===== config.mk =====
export PLATFORM = sky130hd
export DESIGN_NAME = utf8_to_numeric_char_ref_escaper_top
export DESIGN_NICKNAME = d
export VERILOG_FILES = /design/src/ute_pkg.sv /design/src/utf8_to_numeric_char_ref_escaper_top.sv /design/src/ute_front.sv /design/src/ute_job_fifo.sv /design/src/ute_back.sv
export SDC_FILE = /design/constraint.sdc
export NUM_CORES = 1
export LEC_CHECK = 0
export ABC_AREA = 1
export BUFFER_PORTS_ARGS = -buffer_cell sky130_fd_sc_hd__buf_2
export CORE_MARGIN = 10
export CORE_UTILIZATION = 57
export DETAILED_ROUTE_END_ITERATION = 12
export PLACE_DENSITY = 0.82
export SLEW_MARGIN = 20
export SYNTH_ARGS = -nofsm -noshare
export SYNTH_HDL_FRONTEND = slang
export SYNTH_SLANG_ARGS = --single-unit

===== constraint.sdc =====
create_clock -name clock -period 5 [get_ports clock]
set_input_delay 0 -clock clock [delete_from_list [all_inputs] [get_ports clock]]
set_output_delay 0 -clock clock [all_outputs]
set_load 0.01 [all_outputs]

===== src/ute_pkg.sv =====
// Package for the UTF-8 to numeric character reference escaper.
// Holds the job record passed from the front to the back, character codes and helpers.
// Depends on nothing; every module of the block imports it.
package ute_pkg;

   localparam int unsigned CSR_ADDR_W = 2;
   localparam int unsigned CSR_DATA_W = 32;
   localparam logic [CSR_ADDR_W-1:0] CSR_BYTE_MODE_ADDR = 2'd0;

   // ASCII characters used in the escaped text.
   localparam logic [6:0] CH_AMP     = 7'h26;
   localparam logic [6:0] CH_HASH    = 7'h23;
   localparam logic [6:0] CH_X       = 7'h78;
   localparam logic [6:0] CH_SEMI    = 7'h3B;
   localparam logic [6:0] CH_ZERO    = 7'h30;
   localparam logic [6:0] CH_UPPER_A = 7'h41;
   localparam logic [6:0] CH_LOWER_A = 7'h61;
   localparam logic [6:0] CH_LOWER_M = 7'h6D;
   localparam logic [6:0] CH_LOWER_P = 7'h70;
   localparam logic [7:0] BYTE_AMP   = 8'h26;

   // Lengths of the character runs, in characters.
   localparam logic [3:0] PLAIN_LEN     = 4'd1;
   localparam logic [3:0] AMP_LEN       = 4'd5;
   localparam logic [3:0] REF_FIXED_LEN = 4'd4;
   localparam logic [3:0] REF_MIN_LEN   = 4'd8;
   localparam logic [3:0] MAX_LEN       = 4'd12;

   typedef enum logic [1:0] {
      JOB_PLAIN = 2'd0,
      JOB_AMP   = 2'd1,
      JOB_REF   = 2'd2
   } job_kind_type;

   typedef struct packed {
      job_kind_type kind;
      logic [6:0]   ch;
      logic [31:0]  code;
      logic         upper;
      logic [3:0]   len;
   } job_type;

   typedef struct packed {
      logic clear;
      logic byte_mode;
   } cfg_type;

   function automatic logic [6:0] hex_char(input logic [3:0] nib, input logic upper);
      logic [6:0] base;
      if (nib < 4'd10) begin
         return CH_ZERO + {3'b000, nib};
      end
      base = upper ? CH_UPPER_A : CH_LOWER_A;
      return base + {3'b000, nib} - 7'd10;
   endfunction

   function automatic logic [6:0] amp_char(input logic [2:0] idx);
      logic [6:0] ch;
      case (idx)
         3'd0:    ch = CH_AMP;
         3'd1:    ch = CH_LOWER_A;
         3'd2:    ch = CH_LOWER_M;
         3'd3:    ch = CH_LOWER_P;
         default: ch = CH_SEMI;
      endcase
      return ch;
   endfunction

   // Number of hex digits: four at least, no leading zeros beyond that.
   function automatic logic [3:0] ref_digits(input logic [31:0] code);
      logic [3:0] d;
      if (code[31:28] != 4'd0) begin
         d = 4'd8;
      end else if (code[27:24] != 4'd0) begin
         d = 4'd7;
      end else if (code[23:20] != 4'd0) begin
         d = 4'd6;
      end else if (code[19:16] != 4'd0) begin
         d = 4'd5;
      end else begin
         d = 4'd4;
      end
      return d;
   endfunction

endpackage


===== src/utf8_to_numeric_char_ref_escaper_top.sv =====
// Top level of the UTF-8 to numeric character reference escaper.
// Depends on ute_pkg, ute_front, ute_job_fifo and ute_back.
//
// Usage: text bytes enter as items on the req_ queue (push/full), one byte per item.
// Escaped ASCII characters leave as items on the rsp_ queue (empty/pop); run_last
// is high on the last character that an input byte causes. Bytes that cause
// nothing (a zero byte while idle, a lead or non-final continuation byte) give no item.
// The csr_ APB port holds byte_mode at address 0; writing it drops any partial
// UTF-8 sequence. Write it only while the block is idle.
// A byte's first character passes the job queue, then the output register, before
// it shows. Throughput: one output character per cycle while the receiver pops, set
// by the back part, which spells out one character of the head job whenever the
// output can take it. A plain byte gives one character; "&" gives five and a
// character reference eight to twelve, during which the two-entry job queue fills
// and full rises. Reset clears the sequence state, the job queue and the output
// valid flag, and sets byte_mode to zero. When the receiver stalls, the output
// register holds its character, the back part waits and the queue soon reports full.
module utf8_to_numeric_char_ref_escaper_top
   import ute_pkg::*;
(
   input  logic                  clock,
   input  logic                  reset,
   input  logic                  req_push,
   output logic                  req_full,
   input  logic [7:0]            req_text_byte,
   output logic                  rsp_empty,
   input  logic                  rsp_pop,
   output logic [6:0]            rsp_out_char,
   output logic                  rsp_run_last,
   input  logic                  csr_psel,
   input  logic                  csr_penable,
   input  logic                  csr_pwrite,
   input  logic [CSR_ADDR_W-1:0] csr_paddr,
   input  logic [CSR_DATA_W-1:0] csr_pwdata,
   output logic [CSR_DATA_W-1:0] csr_prdata,
   output logic                  csr_pready
);

   logic    byte_mode_ff;
   logic    csr_write;
   cfg_type cfg;
   logic    job_push;
   job_type job;
   logic    fifo_full;
   logic    head_valid;
   job_type head;
   logic    job_pop;

   // The register is written in the access phase; pready is tied high.
   assign csr_pready = 1'b1;
   assign csr_write  = csr_psel & csr_penable & csr_pwrite
                     & (csr_paddr == CSR_BYTE_MODE_ADDR);
   assign csr_prdata = (csr_paddr == CSR_BYTE_MODE_ADDR) ?
                       {{(CSR_DATA_W-1){1'b0}}, byte_mode_ff} : '0;

   always_ff @(posedge clock) begin
      if (reset) begin
         byte_mode_ff <= 1'b0;
      end else if (csr_write) begin
         byte_mode_ff <= csr_pwdata[0];
      end
   end

   // A write to byte_mode also clears the front's sequence state.
   assign cfg.clear     = csr_write;
   assign cfg.byte_mode = byte_mode_ff;

   ute_front u_front (
      .clock         (clock),
      .reset         (reset),
      .cfg           (cfg),
      .req_push      (req_push),
      .req_text_byte (req_text_byte),
      .fifo_full     (fifo_full),
      .req_full      (req_full),
      .job_push      (job_push),
      .job           (job)
   );

   ute_job_fifo u_fifo (
      .clock      (clock),
      .reset      (reset),
      .push       (job_push),
      .push_job   (job),
      .pop        (job_pop),
      .full       (fifo_full),
      .head_valid (head_valid),
      .head       (head)
   );

   ute_back u_back (
      .clock        (clock),
      .reset        (reset),
      .head_valid   (head_valid),
      .head         (head),
      .rsp_pop      (rsp_pop),
      .job_pop      (job_pop),
      .rsp_empty    (rsp_empty),
      .rsp_out_char (rsp_out_char),
      .rsp_run_last (rsp_run_last)
   );

   // The front never offers a job the queue cannot hold.
   a_push_has_room: assert property (@(posedge clock) disable iff (reset)
      job_push |-> !fifo_full)
      else $error("job pushed into a full queue");

   // Every job spells out between one and twelve characters.
   a_job_len: assert property (@(posedge clock) disable iff (reset)
      job_push |-> (job.len != 4'd0) && (job.len <= MAX_LEN))
      else $error("job length out of range");

   // In byte mode a reference always has exactly four lowercase digits.
   a_byte_ref: assert property (@(posedge clock) disable iff (reset)
      (job_push && cfg.byte_mode && job.kind == JOB_REF)
         |-> (job.len == REF_MIN_LEN) && !job.upper)
      else $error("byte mode reference malformed");

   // Nothing is offered on the result side right after reset.
   a_reset_empty: assert property (@(posedge clock)
      $past(reset) |-> rsp_empty)
      else $error("result shown right after reset");

   // A job leaves the queue only on the last character of its run.
   a_pop_on_last: assert property (@(posedge clock) disable iff (reset)
      job_pop |=> (!rsp_empty && rsp_run_last))
      else $error("job popped without a final character");

endmodule


===== src/ute_front.sv =====
// Front part of the escaper: accepts text bytes, tracks UTF-8 sequences, builds jobs.
// Depends on ute_pkg; feeds ute_job_fifo.
module ute_front
   import ute_pkg::*;
(
   input  logic       clock,
   input  logic       reset,
   input  cfg_type    cfg,
   input  logic       req_push,
   input  logic [7:0] req_text_byte,
   input  logic       fifo_full,
   output logic       req_full,
   output logic       job_push,
   output job_type    job
);

   logic [2:0]  remaining_ff, remaining_in;
   logic [30:0] acc_ff, acc_in;
   logic [30:0] acc_shift;
   logic        accept;
   logic        job_valid;
   logic [7:0]  c;

   assign c         = req_text_byte;
   assign accept    = req_push & ~fifo_full;
   assign req_full  = fifo_full;
   assign acc_shift = {acc_ff[24:0], c[5:0]};

   always_comb begin
      remaining_in = remaining_ff;
      acc_in       = acc_ff;
      job_valid    = 1'b0;
      job.kind     = JOB_PLAIN;
      job.ch       = c[6:0];
      job.code     = {24'd0, c};
      job.upper    = 1'b0;
      job.len      = PLAIN_LEN;

      if (cfg.byte_mode) begin
         if (c[7]) begin
            job_valid = 1'b1;
            job.kind  = JOB_REF;
            job.len   = REF_FIXED_LEN + ref_digits(job.code);
         end else if (c != 8'd0) begin
            job_valid = 1'b1;
            if (c == BYTE_AMP) begin
               job.kind = JOB_AMP;
               job.len  = AMP_LEN;
            end
         end
      end else if (remaining_ff != 3'd0) begin
         remaining_in = remaining_ff - 3'd1;
         acc_in       = acc_shift;
         if (remaining_ff == 3'd1) begin
            job_valid = 1'b1;
            job.kind  = JOB_REF;
            job.code  = {1'b0, acc_shift};
            job.upper = 1'b1;
            job.len   = REF_FIXED_LEN + ref_digits({1'b0, acc_shift});
            acc_in    = '0;
         end
      end else if (c[7]) begin
         // Lead byte: class comes from the first clear bit among bits 5 to 2.
         if (!c[5]) begin
            remaining_in = 3'd1;
            acc_in       = {26'd0, c[4:0]};
         end else if (!c[4]) begin
            remaining_in = 3'd2;
            acc_in       = {27'd0, c[3:0]};
         end else if (!c[3]) begin
            remaining_in = 3'd3;
            acc_in       = {28'd0, c[2:0]};
         end else if (!c[2]) begin
            remaining_in = 3'd4;
            acc_in       = {29'd0, c[1:0]};
         end else begin
            remaining_in = 3'd5;
            acc_in       = {30'd0, c[0]};
         end
      end else if (c != 8'd0) begin
         job_valid = 1'b1;
         if (c == BYTE_AMP) begin
            job.kind = JOB_AMP;
            job.len  = AMP_LEN;
         end
      end
   end

   assign job_push = accept & job_valid;

   always_ff @(posedge clock) begin
      if (reset || cfg.clear) begin
         remaining_ff <= '0;
         acc_ff       <= '0;
      end else if (accept) begin
         remaining_ff <= remaining_in;
         acc_ff       <= acc_in;
      end
   end

endmodule


===== src/ute_job_fifo.sv =====
// Two-entry job queue between the front and the back of the escaper.
// Depends on ute_pkg for the job record.
module ute_job_fifo
   import ute_pkg::*;
(
   input  logic    clock,
   input  logic    reset,
   input  logic    push,
   input  job_type push_job,
   input  logic    pop,
   output logic    full,
   output logic    head_valid,
   output job_type head
);

   job_type    mem [2];
   logic       wr_ptr_ff, rd_ptr_ff;
   logic [1:0] count_ff, count_in;
   logic       do_push, do_pop;

   assign full       = (count_ff == 2'd2);
   assign head_valid = (count_ff != 2'd0);
   assign head       = mem[rd_ptr_ff];
   assign do_push    = push & ~full;
   assign do_pop     = pop & head_valid;

   always_comb begin
      count_in = count_ff;
      if (do_push && !do_pop) begin
         count_in = count_ff + 2'd1;
      end else if (do_pop && !do_push) begin
         count_in = count_ff - 2'd1;
      end
   end

   always_ff @(posedge clock) begin
      if (reset) begin
         wr_ptr_ff <= 1'b0;
         rd_ptr_ff <= 1'b0;
         count_ff  <= '0;
      end else begin
         if (do_push) begin
            wr_ptr_ff <= ~wr_ptr_ff;
         end
         if (do_pop) begin
            rd_ptr_ff <= ~rd_ptr_ff;
         end
         count_ff <= count_in;
      end
   end

   always_ff @(posedge clock) begin
      if (do_push) begin
         mem[wr_ptr_ff] <= push_job;
      end
   end

endmodule


===== src/ute_back.sv =====
// Back part of the escaper: spells out the head job one character per cycle unless the output stalls.
// Depends on ute_pkg; reads jobs from ute_job_fifo and drives the result channel.
module ute_back
   import ute_pkg::*;
(
   input  logic       clock,
   input  logic       reset,
   input  logic       head_valid,
   input  job_type    head,
   input  logic       rsp_pop,
   output logic       job_pop,
   output logic       rsp_empty,
   output logic [6:0] rsp_out_char,
   output logic       rsp_run_last
);

   logic [3:0] pos_ff, pos_in;
   logic       out_valid_ff, out_valid_in;
   logic [6:0] out_char_ff;
   logic       out_last_ff;
   logic       advance;
   logic       is_last;
   logic [3:0] nib_idx;
   logic [3:0] nib;
   logic [6:0] ch;

   assign advance = head_valid & (~out_valid_ff | rsp_pop);
   assign is_last = (pos_ff == head.len - 4'd1);
   assign nib_idx = head.len - 4'd2 - pos_ff;
   assign nib     = head.code[{nib_idx[2:0], 2'b00} +: 4];

   always_comb begin
      case (head.kind)
         JOB_PLAIN: ch = head.ch;
         JOB_AMP:   ch = amp_char(pos_ff[2:0]);
         JOB_REF: begin
            if (pos_ff == 4'd0) begin
               ch = CH_AMP;
            end else if (pos_ff == 4'd1) begin
               ch = CH_HASH;
            end else if (pos_ff == 4'd2) begin
               ch = CH_X;
            end else if (is_last) begin
               ch = CH_SEMI;
            end else begin
               ch = hex_char(nib, head.upper);
            end
         end
         default:   ch = head.ch;
      endcase
   end

   always_comb begin
      pos_in = pos_ff;
      if (advance) begin
         pos_in = is_last ? 4'd0 : pos_ff + 4'd1;
      end
      out_valid_in = out_valid_ff;
      if (advance) begin
         out_valid_in = 1'b1;
      end else if (rsp_pop) begin
         out_valid_in = 1'b0;
      end
   end

   assign job_pop      = advance & is_last;
   assign rsp_empty    = ~out_valid_ff;
   assign rsp_out_char = out_char_ff;
   assign rsp_run_last = out_last_ff;

   always_ff @(posedge clock) begin
      if (reset) begin
         pos_ff       <= '0;
         out_valid_ff <= 1'b0;
      end else begin
         pos_ff       <= pos_in;
         out_valid_ff <= out_valid_in;
      end
   end

   always_ff @(posedge clock) begin
      if (advance) begin
         out_char_ff <= ch;
         out_last_ff <= is_last;
      end
   end

endmodule

* Word level (Yosys, flattened, before mapping)
Memory sizes are Yosys's and may differ from the RTL's. A register that Yosys moved wholly into a read port is not among the register bits.
Cells that the tools add are included.
** Word-level totals
- Bits in registers :: 46
- Latch bits :: 0
- Memory bits (writable) :: 90
- ROM bits :: 0
- Output and inout bits :: 43
- Memories kept :: 1
** Cells by class
- Add/subtract/negate cells :: 12
- $mul :: 0
- Div/mod/pow operators :: 0
- Magnitude comparators :: 1
- Equality and inequality tests :: 11
- Shift-type cells :: 1
- Muxes and demuxes :: 69
- Bitwise operators :: 15
- Reduce and logical (&&, ||, !) cells :: 19
** Memories
- u_fifo.mem :: depth 2, bits a word 45, rd ports 1, clocked after memory_dff 1, write ports 1, line ute_job_fifo.sv:16 : job_type mem [2];
** Operators by type and width (count)
- 25-bit two-way mux :: 6
- 32-bit two-way mux :: 2
- 4-bit two-way mux :: 14
- 7-bit two-way mux :: 6
- 36-bit two-way mux :: 1
- 32-bit by 6-bit variable part select with 4-bit output :: 1
- 7-bit case mux with 4 select lines :: 1
- 1-bit two-way mux :: 22
- 2-bit two-way mux :: 9
- 3-bit two-way mux :: 6
- 7-bit case mux with 2 select lines :: 1
- 4-bit nonzero test :: 3
- 1-bit bitwise AND :: 9
- 3-bit by 4-bit adder with 4-bit output, first input constant :: 2
- 8-bit by 6-bit == test with 1-bit output, second input constant :: 1
- 2-bit nonzero test :: 4
- 8-bit nonzero test :: 1
- 6-bit by 4-bit adder with 7-bit output, first input constant :: 1
- 7-bit by 4-bit adder with 7-bit output :: 1
- 7-bit by 4-bit subtractor with 7-bit output, second input constant :: 1
- 3-bit by 1-bit == test with 1-bit output, second input constant :: 2
- 3-bit by 2-bit == test with 1-bit output, second input constant :: 2
- 6-bit two-way mux :: 1
- 3-bit nonzero test :: 2
- 22 further kinds :: 29

* Logic depth before layout (Yosys ltp)
Gate-level depths: netlist of the first run.
- Depth after elaboration :: 16
- Depth in mapped cells :: 23
- Mapped depth without buffers :: 22

* By module
A second synthesis of the first run with hierarchy kept.
** Unflattened totals
- Cell total of the unflattened synthesis :: 739
- Area total of the unflattened synthesis :: 7437.1 µm²
** Modules (own cells, without submodules)
- ute_job_fifo :: instances 1, cells each 180, area an instance 3766.1 µm², seq. area each 2862.7 µm²
- ute_front :: instances 1, cells each 267, area an instance 1780.5 µm², seq. area each 560.5 µm²
- ute_back :: instances 1, cells each 240, area an instance 1541.5 µm², seq. area each 340.3 µm²
- utf8_to_numeric_char_ref_escaper_top :: instances 1, cells each 52, area an instance 349.1 µm², seq. area each 20.0 µm²

* Worst setup path after synthesis of the first run
OpenSTA, ideal clock, no wires.
- Path kind :: register to register
- Start point :: register u_front.remaining_ff[0]
- End point :: memory u_fifo.mem[1][0] in the netlist's numbering, enable pin
- Arrival :: 3136 ps
- Required time :: 4565 ps
- Slack :: 1429 ps
- Stages on the path, launching flop included :: 12
- Path buffers :: 0
- Cell sequence :: dfxtp_1 inv_1 ha_1 inv_1 nor2_2 inv_2 o21ai_1 inv_1 a31o_2 a21oi_1 inv_1 nor2_1
** On the way
- Cells in the longest elaborated chain, start to end :: 8
- Elaborated cells between the ends (all ways) :: 9
- Those cells by class :: eq/ne: 1; mux: 5; bitwise: 2; reduce/logical: 1
** Ends and longest elaborated chain
- start: declaration :: line ute_front.sv:17 : logic [2:0] remaining_ff, remaining_in;
- start signal: assignment :: line ute_front.sv:96 : remaining_ff <= remaining_in;
- 3-bit by 1-bit == test with 1-bit output :: line ute_front.sv:54 : if (remaining_ff == 3'd1) begin
- 1-bit two-way mux :: line ute_front.sv:54
- 1-bit two-way mux * :: line ute_front.sv:51 : end else if (remaining_ff != 3'd0) begin
- 1-bit two-way mux * :: line ute_front.sv:39 : if (cfg.byte_mode) begin
- 1-bit bitwise AND * :: line ute_front.sv:89 : assign job_push = accept & job_valid;
- 1-bit bitwise AND * :: line ute_job_fifo.sv:24 : assign do_push = push & ~full;
- named net u_fifo.do_push :: line ute_job_fifo.sv:19 : logic do_push, do_pop;
- 1-bit two-way mux * :: line ute_job_fifo.sv:53 : if (do_push) begin
- 1-bit two-way mux (not written as such) * :: line ute_job_fifo.sv:54 : mem[wr_ptr_ff] <= push_job;
- end: declaration :: line ute_job_fifo.sv:16
The timed path passes the listed nets; every way through them passes the cells marked *.

==> out/qor.yml, run 1 <==
floorplan:
  die_area_sq_um: 15500
  placement_rows: 38
  fp.dieH_um: 124
  core_sq_um: 10700
  initial_core_util: 0.579
  die_w_um: 124
  io_pins: 92
clocking:
  htree_num_levels: 4
  cts_sinks: 123
  cts_max_path_buffers: 2
  clock_latency_ps: 530
  postCtsResizedCells: 0
  path_clk_slew_ps: 60
  cts_root_buffer: "clkbuf_8"
  cts-buffers-inserted: 17
  cts_tree: "built"
sta:
  fmax_ghz: 0.259
  finClkSkew_ps: 10.0
  rsz0062_at_grt: "no"
  period_minus_slack_ps: 3860
  finalHoldViolCount: 0
  tightest_slew_ps: 833
  final.period_utilization: 0.771
  finalSetupTns_ps: 0
  final_max_slew_viol_count: 0
  slew_headroom: 0.444
  setup_viol: 0
flow_run:
  maxCapViolCount: 0
synth:
  syn_area_sq_um: 6220
  synth_top_flop_cell: "edfxtp_1"
  synth_top_cell_by_area: "edfxtp_1"
  synth_edf_count: 84
  synthTopCellsByCount: "nand2_1 (153), edfxtp_1 (84), nor2_1 (84)"
  synth.area.top_cells: "edfxtp_1 (41%), dfxtp_1 (13%), nand2_1 (9.2%)"
  synth_cell_type_count: 42
  async_flop_share: 0
  synthCells: 710
  syn_avg_cell_area_sq_um: 8.76
  ys_warn_count: 0
  yosysMostFrequentCell: "nand2_1"
  netlist.area_leader.share: 0.406
  synth_seq_area_share: 0.531
  synth_seq_cells: 123
finish:
  fillers: 802
  nets: 816
  drive_gt1_frac: 0.122
  final_area_sq_um: 7030
  area_delta_synth_final_pct: 13.0
  n_antenna_cell: 0
global_routing:
  grt_use_total: 0.183
  grt_pass1_vias: 4815
  grt_max_degree: 49
  grt_overflow_total: 0
  grt_pass1_wl_um: 23400
  grt_antenna_before_repair: 0
routing:
  drt_iter0_drc: 465
  vias_per_cell: 5.41
  postRouteAntennaNets: 0
  firstDrtPassIters: 5
  post_drt_wl_per_cell_um: 15.7
  wl_met1_um: 5680
  met3_length_um: 1130
  highest_layer: "met4"
  route.detailed.drc: 0
  routed-via-count: 4888
  routed_wl_um: 14200
  dr_wl_met2_um: 7030
setup_path:
  worstPathRequired_ps: 5270
  crit_fanout: 23
  reg2reg_slack_ps: 1140
  arrival_ps: 4120
  cp-start-kind: "flip-flop"
  r2r_end: "u_back.rsp_out_char[4]$_DFFE_PP_"
  reg2regPathDepth: 19
  cp-end-kind: "flip-flop"
  critical_path_class: "flip-flop to flip-flop"
place:
  placed_area_sq_um: 6320
  port_buffers: 28
  hpwl_um: 9420
  gp_congestion: 0.910
power:
  p_per_area_nw_per_um2: 516
  cellLeakagePower_uw: 0.00297
  p_sw_uw: 1320
  swShare: 0.364
  ir_drop_v: 0.000322
  clkPwrFrac: 0.305
  combPwrFrac: 0.327
  p_int_uw: 2310
  p_seq_frac: 0.368
hold_path:
  worstHoldPathCells: 6
  hp-class: "input pin to flip-flop"
  hp-start: "csr_penable"
  min_to: "u_front.acc_ff[3]$_SDFFE_PP0P_"
status:
  outcome: "finished clean"
[through the flow]
stage | hold slack, ps | std cells | util | power, uW | setup WS (ps)
final | 30.9 | 904 | 0.654 | 3630 | 1140
after global routing | 52.0 | 904 | 0.654 | 3860 | 826
after CTS | 5.00 | 902 | 0.650 | 3610 | 1130
after detailed placement | 246 | 857 | 0.589 | 2500 | 1180
after global placement | 240 | 857 | 0.589 | 2450 | 1310
after floorplan | 50.7 | 740 | - | 2230 | 1430
[metal layers]
| layer | vias up | track usage |
|---|---|---|
| met5 | - | 0 |
| met4 | 0 | 0.0809 |
| met3 | 30 | 0.0557 |
| met2 | 205 | 0.303 |
| met1 | 2299 | 0.214 |
| li1 | 2354 | - |
[how the worst max path moves through the flow]
stage,slack (ps),to,from,cells after the start
2_1_floorplan,1430,u_fifo.mem[1][0]$_DFFE_PP_,u_front.remaining_ff[0]$_SDFFE_PP0P_,11
5_1_grt,830,u_back.rsp_out_char[4]$_DFFE_PP_,flip-flop,19
3_3_place_gp,1310,u_back.rsp_out_char[4]$_DFFE_PP_,flip-flop,19
6_report,1140,u_back.rsp_out_char[4]$_DFFE_PP_,flip-flop,19
4_1_cts,1130,u_back.rsp_out_char[4]$_DFFE_PP_,flip-flop,19
3_5_place_dp,1180,u_back.rsp_out_char[4]$_DFFE_PP_,flip-flop,19
[registers in the layout (all words and copies together), names as in the netlist, named ones only]
name / count
byte_mode_ff: 1
u_back.out_valid_ff: 1
u_back.pos_ff: 4
u_back.rsp_out_char: 7
u_back.rsp_run_last: 1
u_fifo.count_ff: 2
u_fifo.mem: 76
u_fifo.rd_ptr_ff: 1
u_fifo.wr_ptr_ff: 1
u_front.acc_ff: 25
u_front.remaining_ff: 3
[cells in the final DEF, fill, tap and decap left out, types with 2 or more instances in the layout]
master,n
a211oi_1,23
a21oi_1,47
a31oi_1,2
and2_1,2
buf_12,2
buf_2,28
buf_4,3
clkbuf_1,2
clkbuf_16,16
clkbuf_8,2
clkinv_2,5
clkinvlp_4,3
conb_1,32
dfxtp_1,39
dlygate4sd3_1,13
edfxtp_1,84
ha_1,16
inv_1,83
inv_2,8
nand2_1,153
nand2_2,9
nand3_1,31
nand3_2,4
nand3b_1,2
nand4_1,4
nor2_1,82
nor2_2,3
nor2_4,2
nor3_1,6
nor4_1,3
o21ai_0,25
o21ai_1,6
o21ai_2,2
or2_1,2
xor2_1,4
[cell type report]
class / instances / area, sq um / share of cell area
flip-flops and latches: 123 / 3300 / 0.470
multi-input cells: 472 / 2340 / 0.333
clock buffers: 20 / 435 / 0.0619
inverters: 91 / 342 / 0.0486
repair buffers: 46 / 333 / 0.0473
well taps: 140 / 175 / 0.0249
clock inverters: 12 / 98.8 / 0.0141
[power by group through the flow]
stage	Clock [uW]	Combinational, uW	Sequential, uW
CTS	1110	1160	1340
detailed placement	0	1140	1360
floorplan	0	884	1350
global route	1170	1340	1350
global placement	0	1100	1350
finish	1110	1190	1340
[what timing repair did]
item,4_1_cts,5_1_grt
hold endpoints to repair,39,0
setup buffers,0,0
hold buffers,13,0
[cell families after synthesis]
logic type	after synthesis	synth area share
buf+inv	145	0.113
other cells	2	0.00121
xor+xnor	5	0.00704
mux	1	0.00161
simple gates	305	0.207
flops	123	0.531
compound gates	113	0.107
fa+ha+maj	16	0.0322
[critical path, stage by stage, from the launching register on]
cell and delay, ps:
dfxtp_1 860, or2_1 210, o21ai_2 80, ha_1 670, inv_2 320, nor2_1 150
o21ai_0 110, o21ai_0 150, nand2_1 90, nand3_1 80, nand2_1 90, ha_1 210
nand2_1 90, nand2_1 50, inv_1 70, nand4_1 80, nand2_1 90, nand2_1 50
nand2_1 50, o21ai_0 70
(Power assumes the default switching activity.)
==> run 2, diff against run 1 <==
CORE_UTILIZATION = 52   (was 57)
PLACE_DENSITY = 0.79   (was 0.82)
clock period = 3.5 ns   (was 5 ns; I/O delays follow)
==> out/qor.yml, run 2 (synthesis results as in run 1) <==
place:
  place_inst: 866  # +1.1%
  hpwl_um: 9610  # +2.0%
  port_buffers: 28  # unchanged
  dp_slack_ps: 520  # -661 ps
  gp_congestion: 0.955  # +5.0%
clocking:
  post_cts_buffers: 0  # unchanged
  clock_latency_ps: 420  # -110 ps
  cts_tree: "built"
  cts-buffers-inserted: 17  # unchanged
  cts_root_buffer: "clkbuf_16"
  cts_sinks: 123  # unchanged
  path_clk_slew_ps: 60  # about the same
  htree_num_levels: 4  # unchanged
  cts_max_path_buffers: 2  # unchanged
floorplan:
  placement_rows: 39  # +2.6%
  fp.dieH_um: 129  # +3.9%
  core_sq_um: 11600  # +7.6%
  die_area_sq_um: 16700  # +8.0%
  io_pins: 92  # unchanged
  initial_core_util: 0.538  # -0.0410
  die_w_um: 129  # +3.9%
power:
  combPwrFrac: 0.316  # -0.011
  p_per_area_nw_per_um2: 770  # +49%
  p_int_uw: 3550  # +54%
  clkPwrFrac: 0.337  # +0.032
  total_power_uw: 5480  # +51%
  swShare: 0.352  # -0.0121
  p_sw_uw: 1930  # +46%
  cellLeakagePower_uw: 0.00302  # +1.8%
  p_seq_frac: 0.346  # -0.022
  ir_drop_v: 0.000488  # +51%
routing:
  postRouteAntennaNets: 0  # unchanged
  route.detailed.drc: 0  # unchanged
  vias_per_cell: 5.41  # about the same
  routed-via-count: 4920  # +0.65%
  drt_iter0_drc: 571  # +23%
  firstDrtPassIters: 5  # unchanged
  post_drt_wl_per_cell_um: 15.6  # -0.22%
  routed_wl_um: 14200  # +0.44%
finish:
  utilization: 0.616  # -0.0379
  mostFrequentLayoutCells: "nand2_1 (153), edfxtp_1 (84), inv_1 (83)"
  largest_reg_flops: 76  # unchanged
  area_delta_synth_final_pct: 14.6
  nets: 819  # +0.37%
  largest-register: "u_fifo.mem"
  drive_gt1_frac: 0.126  # +0.00474
  stdcell_count: 910  # +0.66%
  final_common_cell: "nand2_1"
  n_antenna_cell: 0  # unchanged
  seqCellArea_sq_um: 3300  # unchanged
  multi_input_area_sq_um: 2340  # unchanged
  fillers: 890  # +11%
status:
  outcome: "finished clean"
setup_path:
  r2r_end: "u_back.rsp_out_char[4]$_DFFE_PP_"
  max_stage_delay_ps: 440  # -420 ps
  worstPathRequired_ps: 3650  # -1620 ps
  cp-end-kind: "flip-flop"
  crit_family: "simple AND/OR/NAND/NOR gates"
  cpMaxStageDelayCell: "dfxtp_1"
  crit_end: "u_back.rsp_out_char[4]$_DFFE_PP_"
  path_buf_inv: 4  # +2
  crit_chain: "inv_2 -> o21ai_2 -> ha_1 -> inv_2 -> buf_4 -> nand3_1 -> nand2_1 -> nand2_1 -> nand3_2 -> nand2_2 -> ha_1 -> nand2_1 -> nand2_1 -> inv_1 -> nand4_1 -> nand2_1 -> nand2_1 -> nand2_1 -> o21ai_0"
  cp-start-kind: "flip-flop"
  reg2reg_slack_ps: 470  # -670 ps
  reg2regPathDepth: 19  # unchanged
  critical_path_class: "flip-flop to flip-flop"
  cpMostUsedCell: "nand2_1"
  arrival_ps: 3180  # -940 ps
  crit_fanout: 11  # -52%
  cp.depth: 19  # unchanged
sta:
  tightest_slew_ps: 820  # -13.0 ps
  fmax_ghz: 0.330  # +27%
  rsz0062_at_grt: "no"
  setup_viol: 0  # unchanged
  period_minus_slack_ps: 3030  # -826 ps
  finClkSkew_ps: 10.5  # +0.458 ps
  final.period_utilization: 0.866  # +0.0945
  final_max_slew_viol_count: 0  # unchanged
  finalSetupTns_ps: 0  # unchanged
  slew_headroom: 0.453  # +0.00882
  setup_ws_ps: 470  # -674 ps
  finalHoldViolCount: 0  # unchanged
global_routing:
  grt_antenna_before_repair: 0  # unchanged
  grt_use_total: 0.173  # -0.0101
  grt_overflow_total: 0  # unchanged
  grt_max_degree: 49  # unchanged
  grt_pass1_vias: 4789  # -0.54%
  grt_pass1_wl_um: 23100  # -1.4%
hold_path:
  hp-start: "req_push"
  hp-class: "input pin to flip-flop"
flow_run:
  maxCapViolCount: 0  # unchanged
## run 2: changes by cell type in the layout (fill, tap and decap cells not counted), moves of 2 or more
cell	previous run	this run
buf_4	3	8
clkinv_2	5	1
inv_6	1	5
bufinv_16	1	4
clkbuf_8	2	0
## run 2: area by class of cell
class,instances,area share
Clock buffer,19,0.0607
Clock inverter,13,0.0263
Inverter,91,0.0479
Multi-Input combinational cell,472,0.329
Sequential cell,123,0.463
Tap cell,143,0.0251
Timing Repair Buffer,49,0.0478
## run 2: worst register-to-register path, delay by kind of cell, from the launching register on
family          cells  cell delay [ps]
compound gates      2              300
fa+ha+maj           2              500
buf+inv             4              670
flops               1              440
simple gates       11              870
## run 2: power by group through the flow
stage	logic, uW	clock network [uW]	registers, uW
2_1_floorplan	1270	0	1920
3_3_place_gp	1630	0	1920
3_5_place_dp	1680	0	1930
4_1_cts	1710	1860	1900
5_1_grt	1950	1940	1920
6_report	1730	1850	1900
## run 2: per-layer routing
layer | vias up | global-route usage | routed length [um]
met2 | 208 | 0.283 | 6820
met1 | 2306 | 0.208 | 5940
met4 | 0 | 0.0930 | 412
met5 | - | 0 | 0
met3 | 35 | 0.0400 | 1040
li1 | 2371 | - | -
## run 2: how the worst min path moves through the flow
stage / to / slack (ps) / cells past startpoint
CTS: u_front.acc_ff[3]$_SDFFE_PP0P_ / 110 / 4
floorplan: csr_prdata[0] / 50 / 1
finish: u_front.acc_ff[3]$_SDFFE_PP0P_ / 110 / 4
detailed placement: u_fifo.mem[0][42]$_DFFE_PP_ / 250 / 1
global route: u_front.acc_ff[3]$_SDFFE_PP0P_ / 140 / 4
global placement: u_fifo.mem[0][36]$_DFFE_PP_ / 250 / 1
## run 2: stage by stage
stage	hold slack (ps)	cell area, sq um
floorplan	50.7	6340
global placement	247	6390
detailed placement	249	6390
CTS	107	7130
global route	139	7130
finish	108	7130
## run 2: repair_timing
action,CTS,global route
resized for setup,0,0
endpoints found under the hold margin,27,0
hold buffers,12,0
==> run 3, diff against run 2 <==
CORE_UTILIZATION = 53   (was 52)
SETUP_SLACK_MARGIN = 0.2   (was default)
SLEW_MARGIN = default   (was 20)
SYNTH_HIERARCHICAL = 1   (was default)
==> out/qor.yml, run 3 <==
status:
  outcome: "finished clean"
sta:
  whs_ps: 69.1  # -38.6 ps
  rsz0062_at_grt: "yes"
  slew_headroom: 0.424  # -0.0284
  period_minus_slack_ps: 3040  # +6.38 ps
  finClkSkew_ps: 9.61  # -0.867 ps
  finalHoldViolCount: 0  # unchanged
  final_max_slew_viol_count: 0  # unchanged
  final.period_utilization: 0.868  # +0.00182
  tightest_slew_ps: 863  # +42.5 ps
  finalSetupTns_ps: 0  # unchanged
  fmax_ghz: 0.329  # -0.21%
  setup_viol: 0  # unchanged
setup_path:
  reg2reg_slack_ps: 460  # about the same
  critical_path_class: "flip-flop to flip-flop"
  cp-end-kind: "flip-flop"
  crit_fanout: 27  # +16
  reg2regPathDepth: 16  # -3
  arrival_ps: 3350  # +170 ps
  worstPathRequired_ps: 3820  # +170 ps
  r2r_end: "u_fifo/count_ff[1]$_SDFFE_PP0P_"
  max_stage_delay_ps: 440  # about the same
  cpMaxStageDelayCell: "dfxtp_2"
  cpMostUsedCell: "nand2_1"
  cp-start-kind: "flip-flop"
  crit_chain: "buf_8 -> mux2_4 -> inv_1 -> nand3_1 -> xor2_1 -> nand2_1 -> nand2_1 -> nor2_2 -> inv_2 -> nor2_2 -> nand2_1 -> ha_1 -> inv_1 -> nand4_1 -> nand2_1 -> nor2_1"
power:
  cellLeakagePower_uw: 0.00332  # +10%
  ir_drop_v: 0.000582  # +19%
  p_per_area_nw_per_um2: 666  # -13%
synth:
  synth_top_flop_cell: "edfxtp_1"
  synth_cell_type_count: 41  # -2.4%
  synth_top_cell_by_area: "edfxtp_1"
  syn_avg_cell_area_sq_um: 10.1  # +15%
  synth_seq_cells: 139  # +13%
  async_flop_share: 0  # unchanged
  syn_area_sq_um: 7440  # +20%
  synth.area.top_cells: "edfxtp_1 (40%), dfxtp_1 (10%), mux2_4 (8.1%)"
  synth_edf_count: 100  # +19%
  netlist.area_leader.share: 0.404  # -0.00187
  ys_warn_count: 6  # +6
  synth_seq_area_share: 0.509  # -0.0224
  synthTopCellsByCount: "nor2_1 (102), edfxtp_1 (100), nand2_1 (100)"
  yosysMostFrequentCell: "nor2_1"
  synthCells: 739  # +4.1%
finish:
  mostFrequentLayoutCells: "nor2_1 (100), nand2_1 (100), edfxtp_1 (100)"
  largest-register: "u_fifo/mem"
  nets: 832  # +1.6%
  area_delta_synth_final_pct: 8.66
  final_area_sq_um: 8080  # +13%
  utilization: 0.584  # -0.0318
  n_antenna_cell: 0  # unchanged
  drive_gt1_frac: 0.221  # +0.0940
  stdcell_count: 960  # +5.5%
  largest_reg_flops: 92  # +21%
hold_path:
  hp-class: "input pin to flip-flop"
  min_to: "u_fifo/mem[0][0]$_DFFE_PP_"
  hp-start: "req_text_byte[7]"
  worstHoldPathCells: 4  # unchanged
global_routing:
  grt_antenna_before_repair: 0  # unchanged
  grt_pass1_wl_um: 24000  # +4.1%
  grt_pass1_vias: 4859  # +1.5%
  grt_max_degree: 49  # unchanged
  grt_overflow_total: 0  # unchanged
  grt_use_total: 0.154  # -0.0187
floorplan:
  initial_core_util: 0.538  # about the same
  die_area_sq_um: 19200  # +15%
  core_sq_um: 13800  # +20%
  placement_rows: 43  # +10%
  io_pins: 92  # unchanged
  fp.dieH_um: 138  # +7.0%
  die_w_um: 138  # +7.0%
routing:
  drt_iter0_drc: 387  # -32%
  vias_per_cell: 5.13  # -5.0%
  firstDrtPassIters: 5  # unchanged
  routed-via-count: 4929  # +0.18%
  route.detailed.drc: 0  # unchanged
  post_drt_wl_per_cell_um: 15.4  # -1.5%
  postRouteAntennaNets: 0  # unchanged
  routed_wl_um: 14800  # +3.9%
clocking:
  htree_num_levels: 4  # unchanged
  cts-buffers-inserted: 17  # unchanged
  cts_tree: "built"
  cts_root_buffer: "clkbuf_16"
  clock_latency_ps: 420  # about the same
  cts_sinks: 139  # +13%
  path_clk_slew_ps: 50  # about the same
  cts_max_path_buffers: 2  # unchanged
place:
  placed_area_sq_um: 7390  # +16%
  port_buffers: 28  # unchanged
  hpwl_um: 9670  # +0.65%
  gp_congestion: 0.860  # -10%
  place_inst: 916  # +5.8%
flow_run:
  maxCapViolCount: 0  # unchanged
run 3: through the flow:
step,power (uW),worst slack [ps]
floorplan,3440,-231
global placement,3660,464
detailed placement,3700,370
CTS,5390,341
global route,5710,197
finish,5380,463
run 3: worst max-delay path, delay by kind of cell (launching register included):
| kind | cells | cell delay (ps) |
|---|---|---|
| xor gates and xnor gates | 1 | 180 |
| muxes | 1 | 370 |
| adders and majority gates | 1 | 320 |
| buffers and inverters | 4 | 590 |
| DFF | 1 | 440 |
| and+or+nand+nor | 9 | 1020 |
run 3: layout make-up:
type                            instances  area, sq um
Multi-Input combinational cell        474         2860
Clock inverter                         10         92.6
Sequential cell                       139         3780
Timing Repair Buffer                   47          320
Tap cell                              180          225
Fill cell                            1058         5750
Inverter                               88          333
Clock buffer                           22          464
run 3: kinds of logic (layout without fill, tap and decap cells):
family,Yosys count,in the layout,share of synthesized area
buffers and inverters,156,167,0.124
other,3,33,0.00151
AND/OR/NAND/NOR,277,277,0.171
flip-flops,139,139,0.509
XOR/XNOR,7,7,0.00925
AO/OA/AOI/OAI,95,95,0.0690
multiplexers,46,46,0.0898
adder cells (fa/ha/maj),16,16,0.0269
run 3: power by group:
part           internal (uW)  switching (uW)  total, uW
sequential              1970            75.1       2050
combinational            570            1090       1660
clock                   1010             655       1670
total                   3560            1830       5380
run 3: routing by layer:
metal / global-route usage / up-vias / part of all wire
met5: 0 / - / 0
met4: 0.0610 / 0 / 0.020
met3: 0.0497 / 28 / 0.070
met2: 0.254 / 186 / 0.49
met1: 0.183 / 2300 / 0.42
li1: - / 2415 / -
run 3: repair_timing:
action	in CTS	in global routing
endpoints found under the hold margin	37	0
resized for setup	0	4
buffers inserted	0	0
hold buffers	12	0
setup endpoints to repair	0	3
run 3: worst max path at each step:
stage	startpoint	to	slack, ps	cells after the start
after floorplan	u_front/remaining_ff[0]$_SDFFE_PP0P_	u_fifo/mem[0][0]$_DFFE_PP_	-230	9
after global placement	flip-flop	u_fifo/count_ff[1]$_SDFFE_PP0P_	460	17
after detailed placement	flip-flop	u_fifo/count_ff[1]$_SDFFE_PP0P_	370	17
after CTS	flip-flop	u_fifo/count_ff[1]$_SDFFE_PP0P_	340	17
after global routing	flip-flop	u_fifo/count_ff[1]$_SDFFE_PP0P_	200	17
final	flip-flop	u_fifo/count_ff[1]$_SDFFE_PP0P_	460	16
